File: src/rtl/tcs_watchdog.sv
// Link watchdog: last packet time and the connected test.
module tcs_watchdog (
  input  logic        clk,
  input  logic        rst,
  input  logic        packet,
  input  logic [31:0] now_ms,
  input  logic [15:0] timeout_ms,
  output logic        link_up
);

  logic        packet_seen;
  logic [31:0] last_packet_time;

  logic signed [33:0] gap;

  // Note each received packet.
  always_ff @(posedge clk) begin
    if (rst) begin
      packet_seen      <= 1'b0;
      last_packet_time <= 32'd0;
    end else if (packet) begin
      packet_seen      <= 1'b1;
      last_packet_time <= now_ms;
    end
  end

  // A negative gap (time going backwards) still counts as connected.
  always_comb begin
    gap     = $signed({2'b00, now_ms}) - $signed({2'b00, last_packet_time});
    link_up = packet_seen && (gap <= $signed({18'd0, timeout_ms}));
  end

endmodule

File: config.mk
export PLATFORM = sky130hd
export DESIGN_NAME = tcs_watchdog
export DESIGN_NICKNAME = d
export VERILOG_FILES = /design/src/rtl/tcs_watchdog.sv
export SDC_FILE = /design/constraint.sdc
export NUM_CORES = 1
export LEC_CHECK = 0
export ABC_AREA = 1
export BUFFER_PORTS_ARGS = -buffer_cell sky130_fd_sc_hd__buf_2
export CAP_MARGIN = 0
export CELL_PAD_IN_SITES_DETAIL_PLACEMENT = 0
export CELL_PAD_IN_SITES_GLOBAL_PLACEMENT = 1
export CORE_UTILIZATION = 25
export CTS_CLUSTER_SIZE = 28
export DETAILED_ROUTE_END_ITERATION = 10
export HOLD_SLACK_MARGIN = 0.15
export PLACE_DENSITY_LB_ADDON = 0.1
export SLEW_MARGIN = 20
export SYNTH_ARGS = -nofsm -noshare
export SYNTH_HDL_FRONTEND = slang
export SYNTH_SLANG_ARGS = --single-unit
File: constraint.sdc
create_clock -name clk -period 3.3 [get_ports clk]
set_input_delay 0.495 -clock clk [delete_from_list [all_inputs] [get_ports clk]]
set_output_delay 0.495 -clock clk [all_outputs]
set_load 0.01 [all_outputs]
After elaboration in Yosys (flattened, before gate mapping)
Index checks and enable logic that the tools add are counted.
W data, S select, Z words.
Cells by class
  add/sub/neg operators: 1
  $mul: 0
  div/mod/pow operators: 0
  $lt $le $gt $ge: 1
  equal/unequal tests: 0
  shifts and indexed selects: 0
  muxes and demuxes: 0
  bitwise gates (word level): 0
  reduce and logical (&&, ||, !) cells: 1
Operators with widths (number)
  $le A33 B17 Y1: 1
  $sub A32 B32 Y33: 1
  $logic_and A1 B1 Y1: 1
Storage, ports and cells
  register bits: 33
  latch bits: 0
  memory bits (writable): 0
  bits in read-only memories: 0
  output and inout bits: 1
  word-level logic and storage cells: 5
  memories kept: 0

Longest topological paths before layout
  word-level depth: 3
  mapped depth: 23

Worst setup path before layout
OpenSTA, ideal clock, no wires.
  path kind: in2out
  start point: input now_ms[0]
  end point: output link_up
  arrival time: 2.859 ns
  required time: 2.805 ns
  path slack: -0.054 ns
  stages on the path: 22
  buffers on the path: 0
  path through: inv_1 > ha_1 > fa_1 > inv_1 > nand3_1 > nand3_1 > nand2_1 > nand2_1 > xor2_1 > ha_1 > a21o_1 > nor2_1 > nand3_1 > nand2_1 > nand2_1 > nand2_1 > nand2_1 > nand2_1 > a21oi_1 > nor2_1 > nand3_1 > a21oi_2
On the way
  longest elaborated chain between the ends: 3
RTL lines
  start: declaration: line 6  | input logic [31:0] now_ms,
  $sub A32 B32 Y33: line 29  | gap = $signed({2'b00, now_ms}) - $signed({2'b00, last_packet_time});
  $le A33 B17 Y1: line 30  | link_up = packet_seen && (gap <= $signed({18'd0, timeout_ms}));
  $logic_and A1 B1 Y1: line 30
  end: declaration: line 8  | output logic link_up
Every way passes these cells.

Worst setup path in the final report
  start point: register last_packet_time[0]
  end point: output link_up
On the way
  longest elaborated chain between the ends: 3
RTL lines
  start: declaration: line 12  | logic [31:0] last_packet_time;
  start signal: assignment: line 23  | last_packet_time <= now_ms;
  $sub A32 B32 Y33: line 29
  $le A33 B17 Y1: line 30
  $logic_and A1 B1 Y1: line 30
Every way passes these cells.

==> flow_metrics.py <==
metrics = {
    "place": {
        "port_buffers": 51,
        "gp_congestion": 0.808,
        "hpwl_um": 11000,
    },
    "global_routing": {
        "grt_pass1_wl_um": 21300,
        "antenna_found_initial": 0,
        "grt_max_degree": 62,
        "first_global_vias": 4399,
        "grt_overflow": 0,
        "grt_usage_pct": 15.7,
    },
    "setup_path": {
        "reg2reg_to": "last_packet_time[2]",
        "r2r_slack_ps": 2490,
        "worstSetupPathType": "flip-flop to output port",
        "critPathLaunchType": "flip-flop",
        "critPathCaptureType": "output port",
        "required_ps": 2800,
        "crit_arrival_ps": 3050,
        "reg2reg_from": "last_packet_time[2]",
        "cp_max_fo": 3,
        "reg2reg_depth": 3,
    },
    "timing": {
        "drv_slew": 0,
        "relSlewSlack_pct": 31.9,
        "fin_crit_ps": 3550,
        "min_period_over_period_pct": 108,
        "setup_viol": 1,
        "hold_ws_ps": 445,
        "worst_slew_pin_slew_ps": 1020,
        "timing.fmax_mhz": 282,
        "hold_viol": 0,
        "fin_worst_skew_ps": 0,
        "setup_slack_ps": -248,
        "rsz0062_at_grt": "yes",
    },
    "floorplanning": {
        "dieHeight_um": 131,
        "row_count": 46,
        "die_x_um": 131,
        "ioPinCount": 52,
        "die_area_um2": 17200,
        "start_util_pct": 26.0,
        "core_area_um2": 16100,
    },
    "min_path": {
        "whs_endpoint": "last_packet_time[0]",
        "hold_path.startpoint": "packet",
        "hp-class": "input port to flip-flop",
        "holdPathStages": 2,
    },
    "clock_tree": {
        "clk_latency_ps": 290,
        "path_clk_slew_ps": 60,
        "cts-root-buf": "clkbuf_16",
        "htree_levels": 2,
        "hold_buffers": 0,
        "clkSinkCount": 33,
        "cts_made_buffers": 5,
        "cts.path.max_buffers": 2,
        "cts_tree": "built",
    },
    "final_layout": {
        "drive_gt1_share_pct": 22.9,
        "multi_input_area_um2": 3060,
        "area_growth_pct": 33.9,
        "register_area_um2": 662,
        "utilization_pct": 34.8,
        "diodes": 0,
        "nets": 964,
        "fillers": 1831,
    },
    "logic_synthesis": {
        "synth_top_area_cell": "nand2_1",
        "yosysTopAreaCellShare_pct": 22.0,
        "synth_nets": 844,
        "yosys_warnings": 0,
        "syn-instance-count": 744,
        "yosysSeqAreaShare_pct": 15.8,
        "yosysUniqueCellTypes": 27,
        "netlist_area_um2": 4170,
        "ys_seq_elements": 33,
        "avgSynthCellArea_um2": 5.60,
        "synth_area_leaders": "nand2_1 22%, dfxtp_1 16%, inv_1 16%",
    },
    "power": {
        "p_clk_share_pct": 24.1,
        "p_leak_nw": 3.14,
        "ir_drop_v": 0.000171,
        "power.share.sequential_pct": 22.8,
        "switchingPower_uw": 774,
        "power.density_nw_per_um2": 342,
        "sw_frac_of_total_pct": 40.6,
        "total_power_mw": 1.91,
        "comb_power_share_pct": 53.1,
        "p_int_mw": 1.13,
    },
    "status": {
        "status": "finished, violations left",
        "failed_checks": "setup timing",
    },
    "routing": {
        "drtPass1Iterations": 5,
        "wl_per_cell_um": 12.1,
        "drc": 0,
        "first_iter_violations": 173,
        "wirelength_um": 13000,
        "vias": 4601,
        "antenna_left": 0,
        "via_per_inst": 4.26,
    },
    "flow_run": {
        "drv_cap": 0,
    },
}
[metrics by stage]
step,std cells,setup TNS [ps],instance area [µm²],worst slack (ps)
after floorplan,744,0,4180,5.54
after global placement,1069,-342,5170,-342
after detailed placement,1069,-401,5170,-401
after CTS,1079,-318,5410,-318
after global routing,1079,-489,5580,-489
final,1079,-248,5580,-248
[area by class of cell]
cell class	count	area share [%]
tap	216	4.84
multi-input combinational	523	54.8
clock inverter	1	0.0896
sequential	33	11.9
timing repair buffer	123	14.3
clock buffer	5	2.24
inverter	178	12.0
[Yosys cell counts]
master / number
nand2_1: 244
inv_1: 176
nor2_1: 78
ha_1: 48
dfxtp_1: 33
a211oi_1: 32
nand3_1: 32
a21oi_1: 24
xor2_1: 13
nand2_2: 11
clkbuf_1: 10
nor2_2: 10
nand4_1: 6
nor3_1: 6
nand3b_1: 4
and2_1: 3
a21o_1: 2
a21oi_2: 2
nand3_2: 2
clkinv_1: 1
fa_1: 1
inv_2: 1
nor3_2: 1
o21ai_0: 1
o21bai_1: 1
o31ai_1: 1
xnor2_1: 1
[flip-flops by register name, summed over array words and instances, names as in the netlist]
name              flops
packet_seen           1
last_packet_time     32
[per-layer routing]
metal	wire length (µm)	GRT usage, %	vias to the layer above
met3	472	2.51	5
li1	-	-	2497
met2	5460	24.7	64
met1	7000	22.3	2035
met4	109	3.33	0
met5	0	0	-
[worst max-delay path, cell delays in order, from the launching register on]
cell	delay, ps
dfxtp_2	330
ha_4	160
fa_2	340
inv_2	70
nand3_2	60
nand3_2	80
buf_4	110
nand2_1	60
nand3_2	70
xor2_1	150
ha_1	270
inv_2	70
nor3_1	50
nor3_1	170
nand2_1	70
nand2_1	60
nand2_1	40
nand2_1	50
a21oi_1	60
nor2_1	80
nand3_1	110
a21oi_2	140
buf_2	130
[cells by family (layout without fill, tap and decap cells)]
group	Yosys count	count (layout)	synth area share, %
compound gates	63	63	9.90
xor+xnor	14	14	2.94
fa+ha+maj	49	49	14.9
buf+inv	188	307	16.9
flops	33	33	15.8
simple gates	397	397	39.5
[placed cells by master, fill, tap and decap left out, types with 2 or more instances in the layout]
master     instances
a21oi_1           21
nand2_2           15
inv_2              7
nand2_1          240
buf_4             72
ha_1              37
nand4_1            6
nor3_2             2
xor2_1             8
buf_2             51
nor3_1             5
nor2_4             2
clkbuf_16          5
nand3_1           26
nand3b_1           4
a211oi_1          32
a21oi_2            5
and2_1             3
nor2_2            12
ha_4              11
a21o_1             2
nand3_2            8
dfxtp_1           32
xor2_2             5
nor2_1            74
inv_1            171
[power groups by stage]
stage / Combinational, mW / Clock, mW / Sequential [mW]
floorplan: 0.591 / 0 / 0.441
global placement: 0.941 / 0 / 0.442
detailed placement: 0.948 / 0 / 0.442
CTS: 0.982 / 0.486 / 0.434
global route: 1.16 / 0.503 / 0.438
finish: 1.01 / 0.460 / 0.434
[what timing repair did]
action                     4_1_cts  5_1_grt
setup buffers                    4        0
pin swaps                       10       14
resized for setup               15       31
setup endpoints to repair        1        1
[how the worst max path moves through the flow]
stage | start | endpoint | slack [ps] | cells after the start
floorplan | now_ms[0] | link_up | 6 | 22
global placement | now_ms[0] | link_up | -340 | 24
detailed placement | now_ms[0] | link_up | -400 | 24
CTS | last_packet_time[0] | link_up | -320 | 22
global route | last_packet_time[0] | link_up | -490 | 22
finish | last_packet_time[0] | link_up | -250 | 22
Note: power is estimated with default switching activity, not from simulation.
