==> src/rtl/tcs_pkg.sv <==
// Shared types, codes and constants of the timed command scheduler.
package tcs_pkg;

  // Default build sizes for the top level.
  localparam int DEFAULT_QUEUE_DEPTH  = 256;
  localparam int DEFAULT_PAYLOAD_BITS = 32;

  // Substitutes for register values of zero.
  localparam logic [8:0]  DEFAULT_CAPACITY = 9'd200;
  localparam logic [15:0] MIN_LAG          = 16'd1;

  // Register values after reset.
  localparam logic [8:0]  RESET_CAPACITY = 9'd200;
  localparam logic [15:0] RESET_TIMEOUT  = 16'd200;
  localparam logic [15:0] RESET_LAG      = 16'd1;

  // Configuration port.
  localparam int REG_IDX_W  = 2;
  localparam int CFG_DATA_W = 16;
  localparam logic [REG_IDX_W-1:0] REG_CAPACITY = 2'd0;
  localparam logic [REG_IDX_W-1:0] REG_TIMEOUT  = 2'd1;
  localparam logic [REG_IDX_W-1:0] REG_LAG      = 2'd2;

  // Event codes.
  localparam logic [1:0] FUNC_PUSH   = 2'd0;
  localparam logic [1:0] FUNC_PACKET = 2'd1;
  localparam logic [1:0] FUNC_TICK   = 2'd2;
  localparam logic [1:0] FUNC_CLEAR  = 2'd3;

  // Signed width for time sums; wide enough that nothing wraps.
  localparam int TIME_W = 35;

  typedef struct packed {
    logic [1:0]  func;
    logic [31:0] now_ms;
    logic [31:0] command_payload;
    logic [15:0] duration_ms;
  } cmd_t;

  typedef struct packed {
    logic        push_accepted;
    logic        overflow;
    logic        connected;
    logic        active_valid;
    logic [31:0] active_payload;
    logic [15:0] active_duration_ms;
    logic [32:0] active_start_ms;
    logic [8:0]  queue_count;
    logic [8:0]  skipped_count;
  } rsp_t;

  // Effective configuration, with zero substitutes already applied.
  typedef struct packed {
    logic [8:0]  capacity;
    logic [15:0] timeout_ms;
    logic [15:0] lag_ms;
  } cfg_t;

endpackage

==> src/rtl/tcs_cfg_regs.sv <==
// Configuration registers and their effective values.
module tcs_cfg_regs #(
  parameter int QUEUE_DEPTH = tcs_pkg::DEFAULT_QUEUE_DEPTH
) (
  input  logic                           clk,
  input  logic                           rst,
  input  logic                           cfg_write,
  input  logic [tcs_pkg::REG_IDX_W-1:0]  cfg_index,
  input  logic [tcs_pkg::CFG_DATA_W-1:0] cfg_data,
  output tcs_pkg::cfg_t                  cfg
);

  localparam int DEPTH_W = $clog2(QUEUE_DEPTH + 1);
  localparam int CMP_W   = (DEPTH_W > 9) ? DEPTH_W : 9;

  logic [8:0]  queue_capacity;
  logic [15:0] connection_timeout_ms;
  logic [15:0] max_lag_ms;

  logic [8:0]       cap_raw;
  logic [CMP_W-1:0] cap_ext;
  logic [CMP_W-1:0] depth_ext;

  // Register writes.
  always_ff @(posedge clk) begin
    if (rst) begin
      queue_capacity        <= tcs_pkg::RESET_CAPACITY;
      connection_timeout_ms <= tcs_pkg::RESET_TIMEOUT;
      max_lag_ms            <= tcs_pkg::RESET_LAG;
    end else if (cfg_write) begin
      unique case (cfg_index)
        tcs_pkg::REG_CAPACITY: queue_capacity        <= cfg_data[8:0];
        tcs_pkg::REG_TIMEOUT:  connection_timeout_ms <= cfg_data;
        tcs_pkg::REG_LAG:      max_lag_ms            <= cfg_data;
        default: ;
      endcase
    end
  end

  // A zero capacity means the default; any capacity is held to the built depth.
  always_comb begin
    cap_raw   = (queue_capacity == 9'd0) ? tcs_pkg::DEFAULT_CAPACITY : queue_capacity;
    cap_ext   = CMP_W'(cap_raw);
    depth_ext = CMP_W'(QUEUE_DEPTH);
    cfg.capacity   = (cap_ext > depth_ext) ? 9'(depth_ext) : cap_raw;
    cfg.timeout_ms = connection_timeout_ms;
    cfg.lag_ms     = (max_lag_ms == 16'd0) ? tcs_pkg::MIN_LAG : max_lag_ms;
  end

endmodule

==> config.mk <==
export PLATFORM = sky130hd
export DESIGN_NAME = tcs_cfg_regs
export DESIGN_NICKNAME = d
export VERILOG_FILES = /design/src/rtl/tcs_pkg.sv /design/src/rtl/tcs_cfg_regs.sv
export SDC_FILE = /design/constraint.sdc
export NUM_CORES = 1
export LEC_CHECK = 0
export BUFFER_PORTS_ARGS = -buffer_cell sky130_fd_sc_hd__buf_2
export CAP_MARGIN = 10
export CORE_ASPECT_RATIO = 1.4
export CORE_MARGIN = 2
export CORE_UTILIZATION = 45
export CTS_BUF_LIST = sky130_fd_sc_hd__clkbuf_8
export DETAILED_ROUTE_END_ITERATION = 10
export PLACE_DENSITY = 0.74
export SKIP_CTS_REPAIR_TIMING = 1
export SYNTH_ARGS = -nofsm -noshare
export SYNTH_HDL_FRONTEND = slang
export SYNTH_SLANG_ARGS = --single-unit
==> constraint.sdc <==
create_clock -name clk -period 1.5 [get_ports clk]
set_input_delay 0.225 -clock clk [delete_from_list [all_inputs] [get_ports clk]]
set_output_delay 0.225 -clock clk [all_outputs]
set_load 0.01 [all_outputs]
Word level (Yosys, flattened, before mapping). Index checks and enable logic that the tools add are counted.

Register bits after elaboration: 41. Word-level logic and storage cells: 15. Input bits: 21.

Reduce and logical (&&, ||, !) cells: 6. Equality and inequality tests: 2. Mux-type cells: 3. $lt $le $gt $ge: 1.

Operator list (count): 9-bit 2-to-1 mux (2); 16-bit zero test (1); 16-bit 2-to-1 mux (1); 9-bit > comparator (second input constant) (1); 9-bit zero test (1); 2-bit AND reduction (3); 2-bit by 1-bit == test with 1-bit output (second input constant) (1); 2-bit == test (second input constant) (1); 2-bit zero test (1).

Longest topological paths before layout.
Depth in word-level cells: 4. Gate-level depth with buffers: 5. Mapped depth without buffers: 3.

Worst setup path before layout. OpenSTA, ideal clock, no wires.

Path kind: register to output. Start point: register queue_capacity[0]. End point: output port cfg[35] (netlist bit). Arrival: 0.897 ns. Data required time: 1.275 ns. Setup slack: 0.378 ns. Stages on the path, launching flop included: 4. Path through: dfxtp_1 nor4_1 nand2_1 a21oi_1.

RTL lines: from (decl) (RTL line tcs_cfg_regs.sv:16) `logic [8:0] queue_capacity;`; from (signal assigned) (RTL line tcs_cfg_regs.sv:27) `queue_capacity <= tcs_pkg::RESET_CAPACITY;`; from (signal assigned) (RTL line tcs_cfg_regs.sv:32) `tcs_pkg::REG_CAPACITY: queue_capacity <= cfg_data[8:0];`; to (decl) (RTL line tcs_cfg_regs.sv:10) `output tcs_pkg::cfg_t cfg`.

==> impl_metrics.toml <==
[yosys]
ys_seq_elements = 41
yosys_warnings = 0
yosys_most_used_dff = "dfxtp_1"
synth.largest_area_cell = "dfxtp_1"
synth_fp_nets = 228
synth_edf_count = 0
synth_top_area_share_pct = 49.5
ys_types = 22
ys_seq_area_share_pct = 49.5
avgSynthCellArea_um2 = 8.00
synth-async-reset-ratio_pct = 0
syn_inst = 207
syn-cell-area_mm2 = 0.00166
synthTopCellsByArea = "dfxtp_1 (50%), nand2_1 (15%), a21oi_1 (9.4%)"

[floorplan]
start_util_pct = 46.3
ios = 62
dieArea_mm2 = 0.00419
die-width_um = 55.3
die_h_um = 75.8
std_cell_rows = 26
core_region_area_mm2 = 0.00358

[pwr]
intPower_uw = 1780
p_leak_uw = 0.000941
pwr_density_cell_mw_per_mm2 = 1120
switching_share_pct = 23.9
p_seq_share_pct = 49.6
p_sw_uw = 558
combPwrFrac_pct = 10.6
ir_worst_vdd_mv = 0.883
clock_power_share_pct = 39.7

[route]
drc = 0
drt-initial-drc-count = 37
wl_per_cell_um = 14.1
vias = 1500
vias_per_cell = 5.14
first_pass_iters = 4
routed_wl_um = 4110
ant_nets = 0

[min_path]
min_path_type = "in2reg"

[cts]
clkSinkCount = 41
clk_latency_ns = 0.30
cts_max_level = 2
numCtsBuffers = 5
path_clk_slew_ns = 0.08
clock_path_buffers = 2
tritoncts = "built"
cts-root-buf = "clkbuf_8"

[setup_path]
path_class = "reg2out"
timing.critical_path.slowest_cell_delay_ns = 0.33
critPathSlowestCell = "dfxtp_1"
critical_path_buf_inv_count = 1
worst_ep_arrival_time_ns = 1.40
path_max_fanout = 3
critPathLaunchType = "flip-flop"
required_ns = 1.27
cp_top_family = "simple AND/OR/NAND/NOR gates"
crit_chain = "nor4_2 -> nand2_1 -> a21oi_2 -> buf_2"
cp-end-kind = "primary output"

[job]
cap_violations = 0

[placement]
pre_cts_ws_ns = 0.202
portBuffers = 61
place_hpwl_um = 2850
gp_congestion = 0.766

[grt]
overflow = 0
antenna_found_initial = 0
grt_pass1_vias = 1310
gr-usage-all-layers_pct = 19.6
grt_start_max_net_pins = 42
grt_pass1_wl_um = 6290

[timing]
worstMarginPinSlew_ns = 0.734
timing.final.crit_period_ns = 1.63
fin_ws_ns = -0.129
fin_crit_sh_pct = 109
finalHoldViolations = 0
slew_viol_final = 0
relSlewSlack_pct = 51.1
fmax_mhz = 614
setup_violations = 3
rsz0062_at_grt = "yes"
skew_ns = 0

[final_layout]
nets = 270
final_core_util_pct = 58.4
diodes = 0
layout-drive-gt1-share_pct = 36.0
area_growth_pct = 26.1

[outcome]
status = "complete, but fails checks"
failed_checks = "negative setup slack"
## per-stage QoR
step           power, µW  hold WS, ns  setup TNS (ns)  cell area, µm²  instances
4_1_cts             2340        0.169          -0.294            2030        292
6_report            2340        0.174          -0.362            2090        292
2_1_floorplan       1320        0.320               0            1660        207
3_3_place_gp        1410        0.439               0            1910        284
5_1_grt             2430        0.179          -0.629            2090        292
3_5_place_dp        1420        0.444               0            1910        284
## cell usage after synthesis, types with 2 or more instances
cell type   n
a211o_2     2
a21oi_1    31
buf_2       2
buf_6       3
clkbuf_1   21
clkbuf_2    2
dfxtp_1    41
inv_1       3
mux2i_1     6
nand2_1    65
nand3b_1    4
nand3b_2    2
nor2_1      8
nor2b_1     5
nor4_1      5
## worst register-to-register path: stages (launching register included)
cell and delay [ns]:
dfxtp_1 0.33, inv_1 0.09, nor2_1 0.06, a211o_2 0.31
## path summary, 6_finish.rpt
kind / start / endpoint / slack (ns) / depth (start not counted)
worst max-delay path: queue_capacity[4]$_SDFFE_PP0P_ / cfg[35] / -0.13 / 4
worst min-delay path: cfg_data[11] / max_lag_ms[11]$_SDFFE_PP0P_ / 0.17 / 3
worst max register to register: queue_capacity[6]$_SDFFE_PP1P_ / queue_capacity[6]$_SDFFE_PP1P_ / 0.60 / 3
worst min register to register: connection_timeout_ms[9]$_SDFFE_PP0P_ / connection_timeout_ms[9]$_SDFFE_PP0P_ / 0.45 / 2
## routing by layer
layer,GRT usage [%],wire [µm]
met3,5.09,219
met2,34.3,2140
met4,8.94,97
met1,22.7,1650
met5,0,0
## cell type report
class	instances	area (µm²)
Clock buffer	6	82.6
Clock inverter	2	37.5
Fill cell	356	1490
Inverter	3	11.3
Multi-Input combinational cell	135	746
Sequential cell	41	827
Tap cell	42	52.6
Timing Repair Buffer	63	333
## layout by cell type, fill, tap and decap left out, drive strengths merged
cell type | synthesis | final
nand2 | 65 | 65
buf | 5 | 63
dfxtp | 41 | 41
a21oi | 31 | 31
nor2 | 9 | 9
mux2i | 6 | 6
clkbuf | 23 | 6
nand3b | 6 | 6
nor2b | 5 | 5
nor4 | 5 | 5
inv | 3 | 3
a211o | 3 | 3
and3b | 2 | 2
nor3 | 1 | 1
a41o | 1 | 1
nor3b | 1 | 1
bufinv | 0 | 1
clkinvlp | 0 | 1
## sequential cells by signal, indices dropped and copies added (netlist names)
name	cells
max_lag_ms	16
connection_timeout_ms	16
queue_capacity	9
## kinds of logic (layout without fill, tap and decap cells)
family | count (synthesis) | count (layout) | share of synthesized area, %
AO/OA/AOI/OAI | 35 | 35 | 11.7
buffers and inverters | 31 | 74 | 8.69
flip-flops | 41 | 41 | 49.5
multiplexers | 6 | 6 | 3.63
AND/OR/NAND/NOR | 94 | 94 | 26.4
## power by group through the flow
stage | sequential, µW | clock, µW | combinational [µW]
2_1_floorplan | 1180 | 0 | 137
3_3_place_gp | 1180 | 0 | 236
3_5_place_dp | 1180 | 0 | 239
4_1_cts | 1150 | 946 | 240
5_1_grt | 1170 | 989 | 273
6_report | 1160 | 928 | 248
No activity file was read; power rests on OpenSTA's default activity.
